===== src/arsc_pkg.sv =====
package arsc_pkg;

    // default parameter values
    localparam int SAMPLE_WIDTH_DEF = 13;
    localparam int HOLD_SAMPLES_DEF = 3;
    localparam int MIN_GAP_DEF      = 12;
    localparam int CALM_SECONDS_DEF = 4;

    // field widths
    localparam int CMD_W   = 3;
    localparam int W16     = 16;
    localparam int USER_W  = 4;
    localparam int SENS_W  = 2;
    localparam int CFG_IDX_W = 1;

    // command codes
    localparam logic [CMD_W-1:0] CMD_SAMPLE = 3'd0;
    localparam logic [CMD_W-1:0] CMD_TICK   = 3'd1;
    localparam logic [CMD_W-1:0] CMD_START  = 3'd2;
    localparam logic [CMD_W-1:0] CMD_STOP   = 3'd3;
    localparam logic [CMD_W-1:0] CMD_PAUSE  = 3'd4;
    localparam logic [CMD_W-1:0] CMD_RESUME = 3'd5;

    // register indexes
    localparam logic [CFG_IDX_W-1:0] REG_SENSITIVITY = 1'b0;
    localparam logic [CFG_IDX_W-1:0] REG_REST_TARGET = 1'b1;

    localparam logic [SENS_W-1:0] SENS_COARSE = 2'd1;
    localparam logic [SENS_W-1:0] SENS_FINE   = 2'd3;
    localparam logic [SENS_W-1:0] SENS_RESET  = 2'd2;
    localparam logic [W16-1:0]    TARGET_RESET = 16'd90;

    localparam int THR_COARSE   = 260;
    localparam int THR_MEDIUM   = 180;
    localparam int THR_FINE     = 110;
    localparam int CALM_LIMIT   = 55;
    localparam int ACTIVE_LIMIT = 130;

    // result word layout
    localparam int O_SETS     = 16;
    localparam int O_RESTING  = 32;
    localparam int O_REST_SEC = 33;
    localparam int O_BUZZ     = 49;
    localparam int O_DONE     = 50;
    localparam int O_SSTART   = 51;
    localparam int OUT_BITS   = 99;
    localparam int OUT_DW     = ((OUT_BITS + 7) / 8) * 8;

    typedef enum logic [2:0] {
        ST_IDLE,
        ST_SQUARE,
        ST_ROOT,
        ST_BASE,
        ST_TRIG,
        ST_RESULT
    } t_state;

endpackage


===== src/accel_rep_and_set_counter.sv =====
// sample item: after accept, the three squares are summed on one multiplier, the
// square root runs SAMPLE_WIDTH+1 steps on one subtract-compare unit, then the
// filter, trigger and result load states follow; the result load waits while the
// output slot is full. Other items go straight to the result load. No new item is
// accepted until the result is loaded. Synchronous active-low reset clears run state
// (gap count to MIN_GAP), sensitivity to 2, rest target to 90
module accel_rep_and_set_counter #(
    parameter int SAMPLE_WIDTH = arsc_pkg::SAMPLE_WIDTH_DEF,
    parameter int HOLD_SAMPLES = arsc_pkg::HOLD_SAMPLES_DEF,
    parameter int MIN_GAP      = arsc_pkg::MIN_GAP_DEF,
    parameter int CALM_SECONDS = arsc_pkg::CALM_SECONDS_DEF,
    localparam int IN_DW = ((3 * SAMPLE_WIDTH + arsc_pkg::W16 + 7) / 8) * 8
) (
    input  logic                              i_clk,
    input  logic                              i_rst_n,
    input  logic                              s_axis_tvalid,
    output logic                              s_axis_tready,
    // accel_x, accel_y, accel_z, second
    input  logic [IN_DW-1:0]                  s_axis_tdata,
    // cmd, vibrating
    input  logic [arsc_pkg::USER_W-1:0]       s_axis_tuser,
    output logic                              m_axis_tvalid,
    input  logic                              m_axis_tready,
    // reps_running, sets_done, resting, rest_seconds, buzz, set_done,
    // set_start, set_reps, set_duration
    output logic [arsc_pkg::OUT_DW-1:0]       m_axis_tdata,
    input  logic                              i_cfg_we,
    input  logic [arsc_pkg::CFG_IDX_W-1:0]    i_cfg_idx,
    input  logic [arsc_pkg::W16-1:0]          i_cfg_data
);
    import arsc_pkg::*;

    localparam int SW     = SAMPLE_WIDTH;
    localparam int MAG_W  = SW + 1;
    localparam int DW     = SW + 2;
    localparam int ACC_W  = 2 * MAG_W;
    localparam int RW     = MAG_W + 3;
    localparam int CNT_W  = $clog2(MAG_W);
    localparam int HOLD_W = $clog2(HOLD_SAMPLES + 1);
    localparam int CALM_W = $clog2(CALM_SECONDS + 1);

    t_state r_state, n_state;
    logic [CNT_W-1:0] r_cnt, n_cnt;

    // config
    logic [SENS_W-1:0] r_sens;
    logic [W16-1:0]    r_target;

    // run state
    logic              r_enabled, n_enabled, r_paused, n_paused;
    logic [MAG_W-1:0]  r_base, n_base, r_motion, n_motion;
    logic              r_above, n_above;
    logic [HOLD_W-1:0] r_hold, n_hold;
    logic [W16-1:0]    r_since, n_since, r_reps, n_reps, r_sets, n_sets;
    logic [W16-1:0]    r_set_begin, n_set_begin;
    logic [CALM_W-1:0] r_calm, n_calm;
    logic              r_in_rest, n_in_rest, r_buzzed, n_buzzed;
    logic [W16-1:0]    r_rest_begin, n_rest_begin, r_rest_len, n_rest_len;

    // per-item working registers
    logic [SW-1:0]     r_ax, n_ax, r_ay, n_ay, r_az, n_az;
    logic [ACC_W-1:0]  r_acc, n_acc;
    logic [RW-1:0]     r_rem, n_rem;
    logic [MAG_W-1:0]  r_root, n_root;
    logic              r_buzz, n_buzz, r_done, n_done;
    logic [W16-1:0]    r_sstart, n_sstart, r_sreps, n_sreps, r_sdur, n_sdur;

    logic                r_ovalid, n_ovalid;
    logic [OUT_DW-1:0]   r_odata, n_odata;

    // combinational helpers
    logic [CMD_W-1:0]  in_cmd;
    logic              in_vib;
    logic [W16-1:0]    in_sec;
    logic              accept;
    logic [SW-1:0]     sq_op, sq_abs;
    logic [2*SW-1:0]   sq_prod;
    logic [RW-1:0]     rem_sh, trial;
    logic [MAG_W-1:0]  base0;
    logic signed [DW-1:0] diff, step, dev, adev_s, thr, mdiff, mstep;
    logic [MAG_W-1:0]  adev;
    logic [W16-1:0]    since1, sec_end;
    logic [HOLD_W-1:0] hold1;
    logic [CALM_W-1:0] calm1;
    logic              rest1, buzzed1;
    logic [W16-1:0]    reps1, rest_begin1;
    logic [W16:0]      buzz_at;

    assign in_cmd = s_axis_tuser[CMD_W-1:0];
    assign in_vib = s_axis_tuser[CMD_W];
    assign in_sec = s_axis_tdata[3*SW +: W16];
    assign accept = s_axis_tvalid && s_axis_tready;

    assign s_axis_tready = (r_state == ST_IDLE);
    assign m_axis_tvalid = r_ovalid;
    assign m_axis_tdata  = r_odata;

    always_comb begin
        case (r_sens)
            SENS_COARSE: thr = DW'(THR_COARSE);
            SENS_FINE:   thr = DW'(THR_FINE);
            default:     thr = DW'(THR_MEDIUM);
        endcase
    end

    always_ff @(posedge i_clk) begin
        if (!i_rst_n) begin
            r_sens   <= SENS_RESET;
            r_target <= TARGET_RESET;
        end else if (i_cfg_we) begin
            if (i_cfg_idx == REG_SENSITIVITY) r_sens <= i_cfg_data[SENS_W-1:0];
            if (i_cfg_idx == REG_REST_TARGET) r_target <= i_cfg_data;
        end
    end

    always_ff @(posedge i_clk) begin
        if (!i_rst_n) begin
            r_state      <= ST_IDLE;
            r_cnt        <= '0;
            r_enabled    <= 1'b0;
            r_paused     <= 1'b0;
            r_base       <= '0;
            r_motion     <= '0;
            r_above      <= 1'b0;
            r_hold       <= '0;
            r_since      <= W16'(MIN_GAP);
            r_reps       <= '0;
            r_sets       <= '0;
            r_set_begin  <= '0;
            r_calm       <= '0;
            r_in_rest    <= 1'b0;
            r_rest_begin <= '0;
            r_rest_len   <= '0;
            r_buzzed     <= 1'b0;
            r_ovalid     <= 1'b0;
        end else begin
            r_state      <= n_state;
            r_cnt        <= n_cnt;
            r_enabled    <= n_enabled;
            r_paused     <= n_paused;
            r_base       <= n_base;
            r_motion     <= n_motion;
            r_above      <= n_above;
            r_hold       <= n_hold;
            r_since      <= n_since;
            r_reps       <= n_reps;
            r_sets       <= n_sets;
            r_set_begin  <= n_set_begin;
            r_calm       <= n_calm;
            r_in_rest    <= n_in_rest;
            r_rest_begin <= n_rest_begin;
            r_rest_len   <= n_rest_len;
            r_buzzed     <= n_buzzed;
            r_ovalid     <= n_ovalid;
        end
    end

    always_ff @(posedge i_clk) begin
        r_ax     <= n_ax;
        r_ay     <= n_ay;
        r_az     <= n_az;
        r_acc    <= n_acc;
        r_rem    <= n_rem;
        r_root   <= n_root;
        r_buzz   <= n_buzz;
        r_done   <= n_done;
        r_sstart <= n_sstart;
        r_sreps  <= n_sreps;
        r_sdur   <= n_sdur;
        r_odata  <= n_odata;
    end

    always_comb begin
        n_state      = r_state;
        n_cnt        = r_cnt;
        n_enabled    = r_enabled;
        n_paused     = r_paused;
        n_base       = r_base;
        n_motion     = r_motion;
        n_above      = r_above;
        n_hold       = r_hold;
        n_since      = r_since;
        n_reps       = r_reps;
        n_sets       = r_sets;
        n_set_begin  = r_set_begin;
        n_calm       = r_calm;
        n_in_rest    = r_in_rest;
        n_rest_begin = r_rest_begin;
        n_rest_len   = r_rest_len;
        n_buzzed     = r_buzzed;
        n_ax         = r_ax;
        n_ay         = r_ay;
        n_az         = r_az;
        n_acc        = r_acc;
        n_rem        = r_rem;
        n_root       = r_root;
        n_buzz       = r_buzz;
        n_done       = r_done;
        n_sstart     = r_sstart;
        n_sreps      = r_sreps;
        n_sdur       = r_sdur;
        n_ovalid     = r_ovalid;
        n_odata      = r_odata;

        // shared multiplier: one square per cycle
        case (r_cnt[1:0])
            2'd0:    sq_op = r_ax;
            2'd1:    sq_op = r_ay;
            default: sq_op = r_az;
        endcase
        sq_abs  = sq_op[SW-1] ? SW'(-sq_op) : sq_op;
        sq_prod = {{SW{1'b0}}, sq_abs} * {{SW{1'b0}}, sq_abs};

        // shared root step: two radicand bits per cycle
        rem_sh = {r_rem[RW-3:0], r_acc[ACC_W-1 -: 2]};
        trial  = {1'b0, r_root, 2'b01};

        // baseline and motion filters, division truncates toward zero
        base0  = (r_base == '0) ? r_root : r_base;
        diff   = $signed({1'b0, r_root}) - $signed({1'b0, base0});
        step   = (diff + (diff[DW-1] ? DW'(15) : DW'(0))) >>> 4;
        dev    = $signed({1'b0, r_root}) - $signed({1'b0, r_base});
        adev_s = dev[DW-1] ? -dev : dev;
        adev   = adev_s[MAG_W-1:0];
        mdiff  = $signed({1'b0, adev}) - $signed({1'b0, r_motion});
        mstep  = (mdiff + (mdiff[DW-1] ? DW'(7) : DW'(0))) >>> 3;

        since1 = (r_since == 16'hFFFF) ? r_since : r_since + 16'd1;
        if (dev > thr) begin
            hold1 = (r_hold < HOLD_W'(HOLD_SAMPLES)) ? r_hold + HOLD_W'(1) : r_hold;
        end else begin
            hold1 = '0;
        end

        // tick path
        if (r_motion < MAG_W'(CALM_LIMIT)) begin
            calm1 = (r_calm < CALM_W'(CALM_SECONDS)) ? r_calm + CALM_W'(1) : r_calm;
        end else if (r_motion > MAG_W'(ACTIVE_LIMIT)) begin
            calm1 = '0;
        end else begin
            calm1 = r_calm;
        end
        sec_end = (in_sec > W16'(CALM_SECONDS)) ? in_sec - W16'(CALM_SECONDS) : in_sec;
        rest1       = r_in_rest;
        rest_begin1 = r_rest_begin;
        buzzed1     = r_buzzed;
        reps1       = r_reps;
        if (!r_in_rest && calm1 >= CALM_W'(CALM_SECONDS)) begin
            rest1       = 1'b1;
            rest_begin1 = in_sec;
            buzzed1     = 1'b0;
            reps1       = '0;
        end
        buzz_at = {1'b0, rest_begin1} + {1'b0, r_target};

        case (r_state)
            ST_IDLE: begin
                if (accept) begin
                    n_buzz   = 1'b0;
                    n_done   = 1'b0;
                    n_sstart = '0;
                    n_sreps  = '0;
                    n_sdur   = '0;
                    n_state  = ST_RESULT;
                    case (in_cmd)
                        CMD_SAMPLE: begin
                            if (r_enabled && !r_paused && !in_vib) begin
                                n_ax    = s_axis_tdata[0 +: SW];
                                n_ay    = s_axis_tdata[SW +: SW];
                                n_az    = s_axis_tdata[2*SW +: SW];
                                n_acc   = '0;
                                n_cnt   = '0;
                                n_state = ST_SQUARE;
                            end
                        end
                        CMD_TICK: begin
                            if (r_enabled && !r_paused) begin
                                n_calm = calm1;
                                if (!r_in_rest && calm1 >= CALM_W'(CALM_SECONDS) &&
                                    r_reps >= 16'd2) begin
                                    n_done   = 1'b1;
                                    n_sstart = r_set_begin;
                                    n_sreps  = r_reps;
                                    n_sdur   = (sec_end > r_set_begin) ?
                                               sec_end - r_set_begin : '0;
                                    n_sets   = r_sets + 16'd1;
                                end
                                n_in_rest    = rest1;
                                n_rest_begin = rest_begin1;
                                n_reps       = reps1;
                                n_rest_len   = (rest1 && in_sec > rest_begin1) ?
                                               in_sec - rest_begin1 : '0;
                                n_buzzed     = buzzed1;
                                if (rest1 && !buzzed1 && r_target != '0 &&
                                    {1'b0, in_sec} >= buzz_at) begin
                                    n_buzz   = 1'b1;
                                    n_buzzed = 1'b1;
                                end
                                if (!rest1 && reps1 == 16'd1) n_set_begin = in_sec;
                            end
                        end
                        CMD_START: begin
                            n_enabled    = 1'b1;
                            n_paused     = 1'b0;
                            n_base       = '0;
                            n_motion     = '0;
                            n_above      = 1'b0;
                            n_hold       = '0;
                            n_since      = W16'(MIN_GAP);
                            n_reps       = '0;
                            n_sets       = '0;
                            n_set_begin  = '0;
                            n_calm       = '0;
                            n_in_rest    = 1'b0;
                            n_rest_begin = '0;
                            n_rest_len   = '0;
                            n_buzzed     = 1'b0;
                        end
                        CMD_STOP: begin
                            if (r_enabled) begin
                                if (!r_in_rest && r_reps >= 16'd2) begin
                                    n_done   = 1'b1;
                                    n_sstart = r_set_begin;
                                    n_sreps  = r_reps;
                                    n_sdur   = (in_sec > r_set_begin) ?
                                               in_sec - r_set_begin : '0;
                                    n_sets   = r_sets + 16'd1;
                                    n_reps   = '0;
                                end
                                n_enabled = 1'b0;
                            end
                        end
                        CMD_PAUSE:  n_paused = 1'b1;
                        CMD_RESUME: n_paused = 1'b0;
                        default: ;
                    endcase
                end
            end
            ST_SQUARE: begin
                n_acc = r_acc + ACC_W'(sq_prod);
                if (r_cnt == CNT_W'(2)) begin
                    n_cnt   = '0;
                    n_rem   = '0;
                    n_root  = '0;
                    n_state = ST_ROOT;
                end else begin
                    n_cnt = r_cnt + CNT_W'(1);
                end
            end
            ST_ROOT: begin
                n_acc = {r_acc[ACC_W-3:0], 2'b00};
                if (rem_sh >= trial) begin
                    n_rem  = rem_sh - trial;
                    n_root = {r_root[MAG_W-2:0], 1'b1};
                end else begin
                    n_rem  = rem_sh;
                    n_root = {r_root[MAG_W-2:0], 1'b0};
                end
                if (r_cnt == CNT_W'(MAG_W - 1)) begin
                    n_cnt   = '0;
                    n_state = ST_BASE;
                end else begin
                    n_cnt = r_cnt + CNT_W'(1);
                end
            end
            ST_BASE: begin
                // r_root now holds the magnitude
                n_base  = base0 + step[MAG_W-1:0];
                n_state = ST_TRIG;
            end
            ST_TRIG: begin
                n_motion = r_motion + mstep[MAG_W-1:0];
                n_since  = since1;
                n_hold   = hold1;
                if (!r_above && hold1 >= HOLD_W'(HOLD_SAMPLES)) begin
                    n_above = 1'b1;
                    if (since1 >= W16'(MIN_GAP)) begin
                        n_reps  = r_reps + 16'd1;
                        n_since = '0;
                        if (r_in_rest) begin
                            n_in_rest = 1'b0;
                            n_buzzed  = 1'b0;
                        end
                    end
                end else if (r_above && dev < -thr) begin
                    n_above = 1'b0;
                end
                n_state = ST_RESULT;
            end
            ST_RESULT: begin
                if (!r_ovalid || m_axis_tready) begin
                    n_odata  = OUT_DW'({r_sdur, r_sreps, r_sstart, r_done, r_buzz,
                                        r_rest_len, r_in_rest, r_sets, r_reps});
                    n_ovalid = 1'b1;
                    n_state  = ST_IDLE;
                end
            end
            default: n_state = ST_IDLE;
        endcase

        // output slot drains independently unless refilled above
        if (r_ovalid && m_axis_tready && !(r_state == ST_RESULT)) n_ovalid = 1'b0;
    end

`ifndef ASSERT_OFF
    a_sample_starts: assert property (@(posedge i_clk) disable iff (!i_rst_n)
        (accept && in_cmd == CMD_SAMPLE && r_enabled && !r_paused && !in_vib)
        |=> (r_state == ST_SQUARE))
        else $error("active sample did not start the square phase");

    a_buzz_in_rest: assert property (@(posedge i_clk) disable iff (!i_rst_n)
        (m_axis_tvalid && m_axis_tdata[O_BUZZ]) |-> m_axis_tdata[O_RESTING])
        else $error("buzz raised outside a rest period");

    a_set_fields_zero: assert property (@(posedge i_clk) disable iff (!i_rst_n)
        (m_axis_tvalid && !m_axis_tdata[O_DONE])
        |-> (m_axis_tdata[OUT_BITS-1:O_SSTART] == '0))
        else $error("set data present without a closed set");

    a_counters_saturate: assert property (@(posedge i_clk) disable iff (!i_rst_n)
        (r_hold <= HOLD_W'(HOLD_SAMPLES)) && (r_calm <= CALM_W'(CALM_SECONDS)))
        else $error("hold or calm count beyond its limit");

    a_root_bounded: assert property (@(posedge i_clk) disable iff (!i_rst_n)
        (r_state == ST_ROOT) |-> (r_cnt <= CNT_W'(MAG_W - 1)))
        else $error("root step count out of range");
`endif

endmodule

===== config.mk =====
export PLATFORM = sky130hd
export DESIGN_NAME = accel_rep_and_set_counter
export DESIGN_NICKNAME = d
export VERILOG_FILES = /design/src/arsc_pkg.sv /design/src/accel_rep_and_set_counter.sv
export SDC_FILE = /design/constraint.sdc
export NUM_CORES = 1
export LEC_CHECK = 0
export BUFFER_PORTS_ARGS = -buffer_cell sky130_fd_sc_hd__buf_2
export CAP_MARGIN = 20
export CORE_MARGIN = 2
export CORE_UTILIZATION = 57
export CTS_BUF_LIST = sky130_fd_sc_hd__clkbuf_8
export DETAILED_ROUTE_END_ITERATION = 8
export GPL_ROUTABILITY_DRIVEN = 0
export HOLD_SLACK_MARGIN = 0.03
export PLACE_DENSITY_LB_ADDON = 0.08
export SETUP_SLACK_MARGIN = 0.2
export SLEW_MARGIN = 25
export SYNTH_ARGS = -nofsm -noshare
export SYNTH_HDL_FRONTEND = slang
export SYNTH_SLANG_ARGS = --single-unit

===== constraint.sdc =====
create_clock -name i_clk -period 8.2 [get_ports i_clk]
set_input_delay 0.41 -clock i_clk [delete_from_list [all_inputs] [get_ports i_clk]]
set_output_delay 0.41 -clock i_clk [all_outputs]
set_load 0.02 [all_outputs]

==> results of run 1 <==
## routing by layer
layer  vias up  global-route usage [%]  wire length [um]
li1      11983                       -                 -
met2       675                   46.67             36240
met5         -                       0                 0
met1     11845                   33.26             31320
met3       156                   3.198              3492
met4         0                   11.28              2674
## sequential cells by signal, summed over array words and instances, names as in the netlist, 14 cells and up
| register | flops |
|---|---|
| r_reps | 16 |
| r_set_begin | 16 |
| r_target | 16 |
| r_rem | 15 |
| r_rest_len | 16 |
| r_sets | 16 |
| m_axis_tdata | 99 |
| r_acc | 28 |
| r_root | 14 |
| r_since | 16 |
| r_base | 14 |
| r_sreps | 16 |
| r_sdur | 16 |
| r_sstart | 16 |
| r_motion | 14 |
| r_rest_begin | 16 |
## what timing repair did
action,CTS,global route
gates resized for setup,16,92
hold buffers,49,0
hold endpoints to repair,49,0
cloned,0,1
endpoints found under the setup margin,9,24
setup buffers,4,15
pin swaps,2,35
## through the flow
step / setup TNS (ns) / hold slack, ns
finish: 0 / 0.07980
global route: 0 / 0.06650
CTS: 0 / 0.03058
detailed placement: -0.3197 / 0.4045
global placement: 0 / 0.4018
floorplan: 0 / 0.4003
## Yosys cell counts, types with 23 or more instances
cell type	instances
sky130_fd_sc_hd__nand2_1	226
sky130_fd_sc_hd__nor4_1	27
sky130_fd_sc_hd__fa_1	125
sky130_fd_sc_hd__a31oi_1	34
sky130_fd_sc_hd__ha_1	272
sky130_fd_sc_hd__edfxtp_1	245
sky130_fd_sc_hd__nand4_1	38
sky130_fd_sc_hd__a21boi_0	27
sky130_fd_sc_hd__xor2_1	78
sky130_fd_sc_hd__o21a_1	31
sky130_fd_sc_hd__and3_1	38
sky130_fd_sc_hd__and2_1	70
sky130_fd_sc_hd__mux2i_1	33
sky130_fd_sc_hd__a21o_1	69
sky130_fd_sc_hd__dfxtp_1	160
sky130_fd_sc_hd__inv_1	374
sky130_fd_sc_hd__nor2b_1	89
sky130_fd_sc_hd__a22o_1	36
sky130_fd_sc_hd__nor2_1	241
sky130_fd_sc_hd__a21oi_1	176
sky130_fd_sc_hd__o21ai_0	159
sky130_fd_sc_hd__a211oi_1	23
sky130_fd_sc_hd__clkbuf_1	69
sky130_fd_sc_hd__nand3_1	61
sky130_fd_sc_hd__xnor2_1	123
sky130_fd_sc_hd__a22oi_1	49
sky130_fd_sc_hd__nand2b_1	37
sky130_fd_sc_hd__nor3_1	55
## final cells by class
type	count	area [um2]
flip-flops and latches	405	10560
clock inverters	55	416.7
fillers	4284	17810
diodes	6	15.01
multi-input cells	2368	18400
well taps	688	860.8
clock buffers	74	1018
repair buffers	313	2042
inverters	379	1424
## critical path, delay by kind of cell (launching register included)
kind	cells	cell delay [ns]
flops	1	0.36
simple gates	7	0.67
fa+ha+maj	8	3.41
buf+inv	9	0.83
xor+xnor	1	0.30
compound gates	10	1.88
## cells by family (layout without fill, tap and decap cells)
logic type               after synthesis  in the layout  synth area share (%)
AND/OR/NAND/NOR                      960            960                 15.83
AO/OA/AOI/OAI                        755            755                 16.43
buffers and inverters                473            821                 6.124
flip-flops                           405            405                 34.85
adder cells (fa/ha/maj)              397            397                 19.49
XOR/XNOR                             204            204                 6.012
multiplexers                          37             37                 1.239
other                                  2             21               0.02479
## worst paths after layout
check / start / to / slack (ns)
worst max-delay path: r_cnt[0] / r_acc[27] / 0.47
worst min-delay path: i_cfg_data[3] / r_target[3] / 0.08
worst max register to register: r_cnt[0] / r_acc[27] / 0.47
worst min register to register: r_sreps[5] / m_axis_tdata[72] / 0.41
==> flow_results.xml, run 1 <==
<?xml version="1.0" encoding="UTF-8"?>
<metrics>
  <group name="timing">
    <metric name="report.final.slew_viol_count" unit="">0</metric>
    <metric name="timing.fmax" unit="MHz">129.3</metric>
    <metric name="fin_crit" unit="ns">7.735</metric>
    <metric name="grt_setup_unrepaired" unit="">yes</metric>
    <metric name="worst_slew_margin_rel" unit="%">28.40</metric>
    <metric name="setup_viol" unit="">0</metric>
    <metric name="final_min_period_over_clock_period" unit="%">94.33</metric>
    <metric name="report.final.hold_viol_count" unit="">0</metric>
    <metric name="worst_slack" unit="ns">0.4653</metric>
    <metric name="finalClockSkew" unit="ns">0.04950</metric>
    <metric name="worst_pin_slew" unit="ns">1.074</metric>
  </group>
  <group name="synthesis">
    <metric name="synth_top_area_cell" unit="">sky130_fd_sc_hd__edfxtp_1</metric>
    <metric name="synth_area_leaders" unit="">sky130_fd_sc_hd__edfxtp_1 24%, sky130_fd_sc_hd__ha_1 11%, sky130_fd_sc_hd__dfxtp_1 11%</metric>
    <metric name="yosysWarnings" unit="">0</metric>
    <metric name="synth.cell_area" unit="um2">30300</metric>
    <metric name="count_of_flip_flops_with_a_built_in_enable_after_synthesis" unit="">245</metric>
    <metric name="postSynth.asyncResetShare" unit="%">0</metric>
    <metric name="synth_top_area_share" unit="%">24.28</metric>
    <metric name="flip_flop_and_latch_count_after_synthesis" unit="">405</metric>
    <metric name="synthesis.instances" unit="">3233</metric>
    <metric name="yosys.cell_types.count" unit="">95</metric>
    <metric name="synth-seq-area-share" unit="%">34.85</metric>
    <metric name="synthFlopType" unit="">sky130_fd_sc_hd__edfxtp_1</metric>
    <metric name="synthesis.area_per_instance" unit="um2">9.372</metric>
  </group>
  <group name="cts">
    <metric name="clk-insertion-delay-late" unit="ns">0.66</metric>
    <metric name="clk_pin_slew_worst_paths" unit="ns">0.06</metric>
    <metric name="tritoncts" unit="">built</metric>
    <metric name="clock_sink_count" unit="">405</metric>
    <metric name="cts_buffers" unit="">70</metric>
    <metric name="ctsLongestPathBuffers" unit="">3</metric>
    <metric name="clock_tree.root_cell" unit="">sky130_fd_sc_hd__clkbuf_8</metric>
    <metric name="cts_htree_levels" unit="">3</metric>
  </group>
  <group name="worst_setup_path">
    <metric name="timing.critical_path.from_type" unit="">flop</metric>
    <metric name="required_time_worst_endpoint" unit="ns">8.61</metric>
    <metric name="worst_setup_path_end_kind" unit="">flop</metric>
    <metric name="rr_worst_depth" unit="">35</metric>
    <metric name="timing.critical_path.slowest_stage_cell" unit="">sky130_fd_sc_hd__fa_1</metric>
    <metric name="crit_path_frequent_cell" unit="">sky130_fd_sc_hd__fa_1</metric>
    <metric name="worst-path-max-fanout" unit="">6</metric>
    <metric name="crit_arrival" unit="ns">8.14</metric>
    <metric name="criticalPathCategory" unit="">reg2reg</metric>
    <metric name="critPathMaxStageDelay" unit="ns">0.56</metric>
  </group>
  <group name="detailed_routing">
    <metric name="drt_iter0_drc" unit="">1512</metric>
    <metric name="drc" unit="">0</metric>
    <metric name="vias" unit="">24659</metric>
    <metric name="detail_route.vias_per_cell" unit="">5.751</metric>
    <metric name="drt-total-wl" unit="um">73730</metric>
    <metric name="wl_per_cell" unit="um">17.19</metric>
    <metric name="detail_route.first_pass.iterations" unit="">6</metric>
    <metric name="drt.antenna.violating_nets" unit="">0</metric>
  </group>
  <group name="global_routing">
    <metric name="first_global_vias" unit="">24456</metric>
    <metric name="largest_net_degree_at_the_start_of_global_routing" unit="">103</metric>
    <metric name="wire_length_of_the_first_global_routing_pass" unit="um">118600</metric>
    <metric name="grt_overflow" unit="">0</metric>
    <metric name="grt_util_all_layers" unit="%">26.66</metric>
    <metric name="grt_antenna_before_repair" unit="">5</metric>
  </group>
  <group name="min_path">
    <metric name="hold_path_depth" unit="">3</metric>
    <metric name="min-delay-path-class" unit="">in2reg</metric>
  </group>
  <group name="placed_design">
    <metric name="placedCellCount" unit="">4084</metric>
    <metric name="cell_area_placed" unit="um2">32220</metric>
    <metric name="portBuffers" unit="">181</metric>
    <metric name="dp_hpwl" unit="um">55240</metric>
    <metric name="dpl_worst_slack" unit="ns">-0.1560</metric>
  </group>
  <group name="floorplan">
    <metric name="die_x" unit="um">234.6</metric>
    <metric name="core_area" unit="um2">52550</metric>
    <metric name="boundaryPins" unit="">188</metric>
    <metric name="floorplan.die.height" unit="um">234.6</metric>
    <metric name="rows" unit="">84</metric>
    <metric name="initial_util" unit="%">57.66</metric>
    <metric name="floorplan.die_area" unit="um2">55020</metric>
  </group>
  <group name="final_layout">
    <metric name="final_cell_count_no_fill" unit="">4288</metric>
    <metric name="fin_area" unit="um2">34740</metric>
    <metric name="final_core_utilization" unit="%">66.11</metric>
    <metric name="layout.cells.most_common" unit="">sky130_fd_sc_hd__inv_1</metric>
    <metric name="layout.cells.most_common_list" unit="">389 x sky130_fd_sc_hd__inv_1, 266 x sky130_fd_sc_hd__ha_1, 245 x sky130_fd_sc_hd__edfxtp_1</metric>
    <metric name="nets" unit="">4016</metric>
    <metric name="syn2layout_area_growth" unit="%">14.65</metric>
    <metric name="drive_above_1_share" unit="%">13.58</metric>
  </group>
  <group name="status">
    <metric name="outcome" unit="">completed</metric>
  </group>
  <group name="run">
    <metric name="cap_violations" unit="">0</metric>
  </group>
</metrics>
Power of run 1 is not shown: default switching activity piles up to over one toggle a cycle in this logic, so the estimate is an artifact.
==> run 2, diff against run 1 <==
CORE_ASPECT_RATIO = 1.4   (was default)
SLEW_MARGIN = 20   (was 25)
clock period = 6.4 ns   (was 8.2 ns; I/O delays follow)
==> run 2 against run 1 <==
  * The flow now finishes with violations (setup timing)
  * Die area about the same
  * Sequential share of layout area shrank 3.2 points
  * Core utilization up 7.4 points
  * Hold slack improved by 0.0013 ns
  * Wire length is 14% higher
  * Register-to-register slack worse by 1.8 ns
  * Critical path depth shrank 2
  * Critical path type unchanged
  * Final cell count up 9.1%
  * Via count is 7.5% higher
  * Flip-flop and latch count did not move
  * First-iteration DRC count fell by 11%
  * Clock-buffer cell count is 9 lower
==> flow_results.xml, run 2 (synthesis gave the netlist of run 1 again) <==
<?xml version="1.0" encoding="UTF-8"?>
<metrics>
  <group name="floorplan">
    <metric name="core_area" unit="um2">52800</metric>
    <metric name="initial_util" unit="%">57.39</metric>
    <metric name="rows" unit="">100</metric>
    <metric name="boundaryPins" unit="">188</metric>
    <metric name="die_x" unit="um">198.9</metric>
    <metric name="floorplan.die.height" unit="um">276.8</metric>
    <metric name="floorplan.die_area" unit="um2">55050</metric>
  </group>
  <group name="placed_design">
    <metric name="dp_hpwl" unit="um">60760</metric>
    <metric name="cell_area_placed" unit="um2">34970</metric>
    <metric name="placedCellCount" unit="">4410</metric>
    <metric name="portBuffers" unit="">181</metric>
  </group>
  <group name="final_layout">
    <metric name="drive_above_1_share" unit="%">25.72</metric>
    <metric name="syn2layout_area_growth" unit="%">28.07</metric>
    <metric name="area.sequential" unit="um2">10570</metric>
    <metric name="multiInputGateArea" unit="um2">19440</metric>
    <metric name="layout.cells.most_common_list" unit="">410 x sky130_fd_sc_hd__buf_4, 360 x sky130_fd_sc_hd__inv_1, 245 x sky130_fd_sc_hd__edfxtp_1</metric>
    <metric name="layout.cells.most_common" unit="">sky130_fd_sc_hd__buf_4</metric>
    <metric name="final.fill_count" unit="">3848</metric>
    <metric name="nets" unit="">4389</metric>
    <metric name="final_cell_count_no_fill" unit="">4679</metric>
    <metric name="fin_area" unit="um2">38800</metric>
    <metric name="largest_register_ff_count" unit="">99</metric>
  </group>
  <group name="timing">
    <metric name="timing.fmax" unit="MHz">129.4</metric>
    <metric name="worst_pin_slew" unit="ns">1.099</metric>
    <metric name="worst_slack" unit="ns">-1.330</metric>
    <metric name="report.final.slew_viol_count" unit="">0</metric>
    <metric name="setup_viol" unit="">31</metric>
    <metric name="report.final.hold_viol_count" unit="">0</metric>
    <metric name="grt_setup_unrepaired" unit="">yes</metric>
    <metric name="final_min_period_over_clock_period" unit="%">120.8</metric>
    <metric name="finalClockSkew" unit="ns">0.03595</metric>
    <metric name="worst_slew_margin_rel" unit="%">25.77</metric>
    <metric name="fin_crit" unit="ns">7.730</metric>
    <metric name="setup_total_negative_slack" unit="ns">-21.03</metric>
  </group>
  <group name="detailed_routing">
    <metric name="detail_route.vias_per_cell" unit="">5.667</metric>
    <metric name="detail_route.first_pass.iterations" unit="">5</metric>
    <metric name="drt-total-wl" unit="um">83760</metric>
    <metric name="drt.antenna.violating_nets" unit="">0</metric>
    <metric name="drt_iter0_drc" unit="">1352</metric>
    <metric name="wl_per_cell" unit="um">17.90</metric>
    <metric name="drc" unit="">0</metric>
    <metric name="vias" unit="">26517</metric>
  </group>
  <group name="worst_setup_path">
    <metric name="critPathMaxStageDelay" unit="ns">0.53</metric>
    <metric name="criticalPathCategory" unit="">reg2reg</metric>
    <metric name="crit_path_frequent_cell" unit="">sky130_fd_sc_hd__fa_1</metric>
    <metric name="timing.critical_path.from_type" unit="">flop</metric>
    <metric name="worst-path-max-fanout" unit="">7</metric>
    <metric name="crit_arrival" unit="ns">8.19</metric>
    <metric name="crit-reg2reg-capture" unit="">r_acc[26]</metric>
    <metric name="rr_worst_depth" unit="">33</metric>
    <metric name="reg2reg_from" unit="">r_cnt[0]</metric>
    <metric name="critical-path-top-delay-family" unit="">adder cells</metric>
    <metric name="required_time_worst_endpoint" unit="ns">6.86</metric>
    <metric name="r2r_slack" unit="ns">-1.33</metric>
    <metric name="path_buf_inv" unit="">10</metric>
    <metric name="timing.critical_path.slowest_stage_cell" unit="">sky130_fd_sc_hd__fa_1</metric>
    <metric name="worst_setup_path_end_kind" unit="">flop</metric>
  </group>
  <group name="min_path">
    <metric name="hold_path_depth" unit="">3</metric>
    <metric name="hp-start" unit="">s_axis_tdata[49]</metric>
    <metric name="min-delay-path-class" unit="">in2reg</metric>
    <metric name="timing.hold.worst_endpoint" unit="">r_set_begin[10]</metric>
  </group>
  <group name="cts">
    <metric name="tritoncts" unit="">built</metric>
    <metric name="clk-insertion-delay-late" unit="ns">0.71</metric>
    <metric name="clk_pin_slew_worst_paths" unit="ns">0.07</metric>
    <metric name="cts_htree_levels" unit="">2</metric>
    <metric name="ctsLongestPathBuffers" unit="">3</metric>
    <metric name="cts_buffers" unit="">60</metric>
    <metric name="clock_sink_count" unit="">405</metric>
    <metric name="clock_tree.root_cell" unit="">sky130_fd_sc_hd__clkbuf_8</metric>
  </group>
  <group name="status">
    <metric name="outcome" unit="">finished with violations</metric>
    <metric name="violations_in_the_final_reports" unit="">setup timing</metric>
  </group>
  <group name="global_routing">
    <metric name="grt_overflow" unit="">0</metric>
    <metric name="grt_util_all_layers" unit="%">29.69</metric>
    <metric name="largest_net_degree_at_the_start_of_global_routing" unit="">99</metric>
    <metric name="wire_length_of_the_first_global_routing_pass" unit="um">132200</metric>
    <metric name="first_global_vias" unit="">27186</metric>
    <metric name="grt_antenna_before_repair" unit="">3</metric>
  </group>
  <group name="run">
    <metric name="cap_violations" unit="">0</metric>
  </group>
</metrics>
==> run 2: metrics by stage <==
step | hold slack, ns | utilization (%) | setup WS [ns]
finish | 0.08111 | 73.49 | -1.330
global route | 0.07190 | 73.49 | -1.540
CTS | 0.03391 | 71.96 | -0.8864
detailed placement | 0.4045 | 66.24 | -1.160
global placement | 0.4005 | 66.23 | -0.9867
floorplan | 0.4003 | - | -0.9060
==> run 2: area by class of cell <==
| class | count | share of cell area (%) |
|---|---|---|
| diodes | 3 | 0.01935 |
| well taps | 714 | 2.302 |
| multi-input cells | 2368 | 50.09 |
| flip-flops and latches | 405 | 27.24 |
| inverters | 379 | 3.702 |
| repair buffers | 696 | 13.18 |
| clock buffers | 65 | 2.305 |
| clock inverters | 49 | 1.170 |
==> run 2: what timing repair did <==
item	CTS	global route
gates resized for setup	155	122
gates cloned	1	0
setup buffers	53	35
pin swaps	114	94
endpoints found under the setup margin	40	45
hold buffers	63	0
hold endpoints to repair	67	0
==> run 2: how the worst max path moves through the flow <==
stage	from	to	slack, ns	cells after the start
floorplan	r_cnt[1]	r_acc[26]	-0.91	33
global placement	r_cnt[1]	r_acc[26]	-0.99	31
detailed placement	r_cnt[0]	r_acc[26]	-1.16	31
CTS	r_cnt[1]	r_acc[26]	-0.89	31
global route	r_cnt[0]	r_acc[26]	-1.54	33
finish	r_cnt[0]	r_acc[26]	-1.33	33
==> run 2: worst register-to-register path: cells and delay by family, from the launching register on <==
| kind | cells | cell delay (ns) |
|---|---|---|
| buf+inv | 10 | 0.88 |
| flops | 1 | 0.38 |
| fa+ha+maj | 8 | 3.36 |
| compound gates | 11 | 1.95 |
| simple gates | 2 | 0.40 |
| xor+xnor | 2 | 0.50 |
==> run 2: layer usage <==
layer / global-route usage (%) / up-vias / part of all wire [%]
met5: 0 / - / 0
met2: 55.66 / 779 / 53
met1: 32.17 / 12748 / 36
li1: - / 12704 / -
met4: 15.60 / 0 / 5.7
met3: 3.581 / 286 / 4.5
Power of run 2 is left out for the same reason.
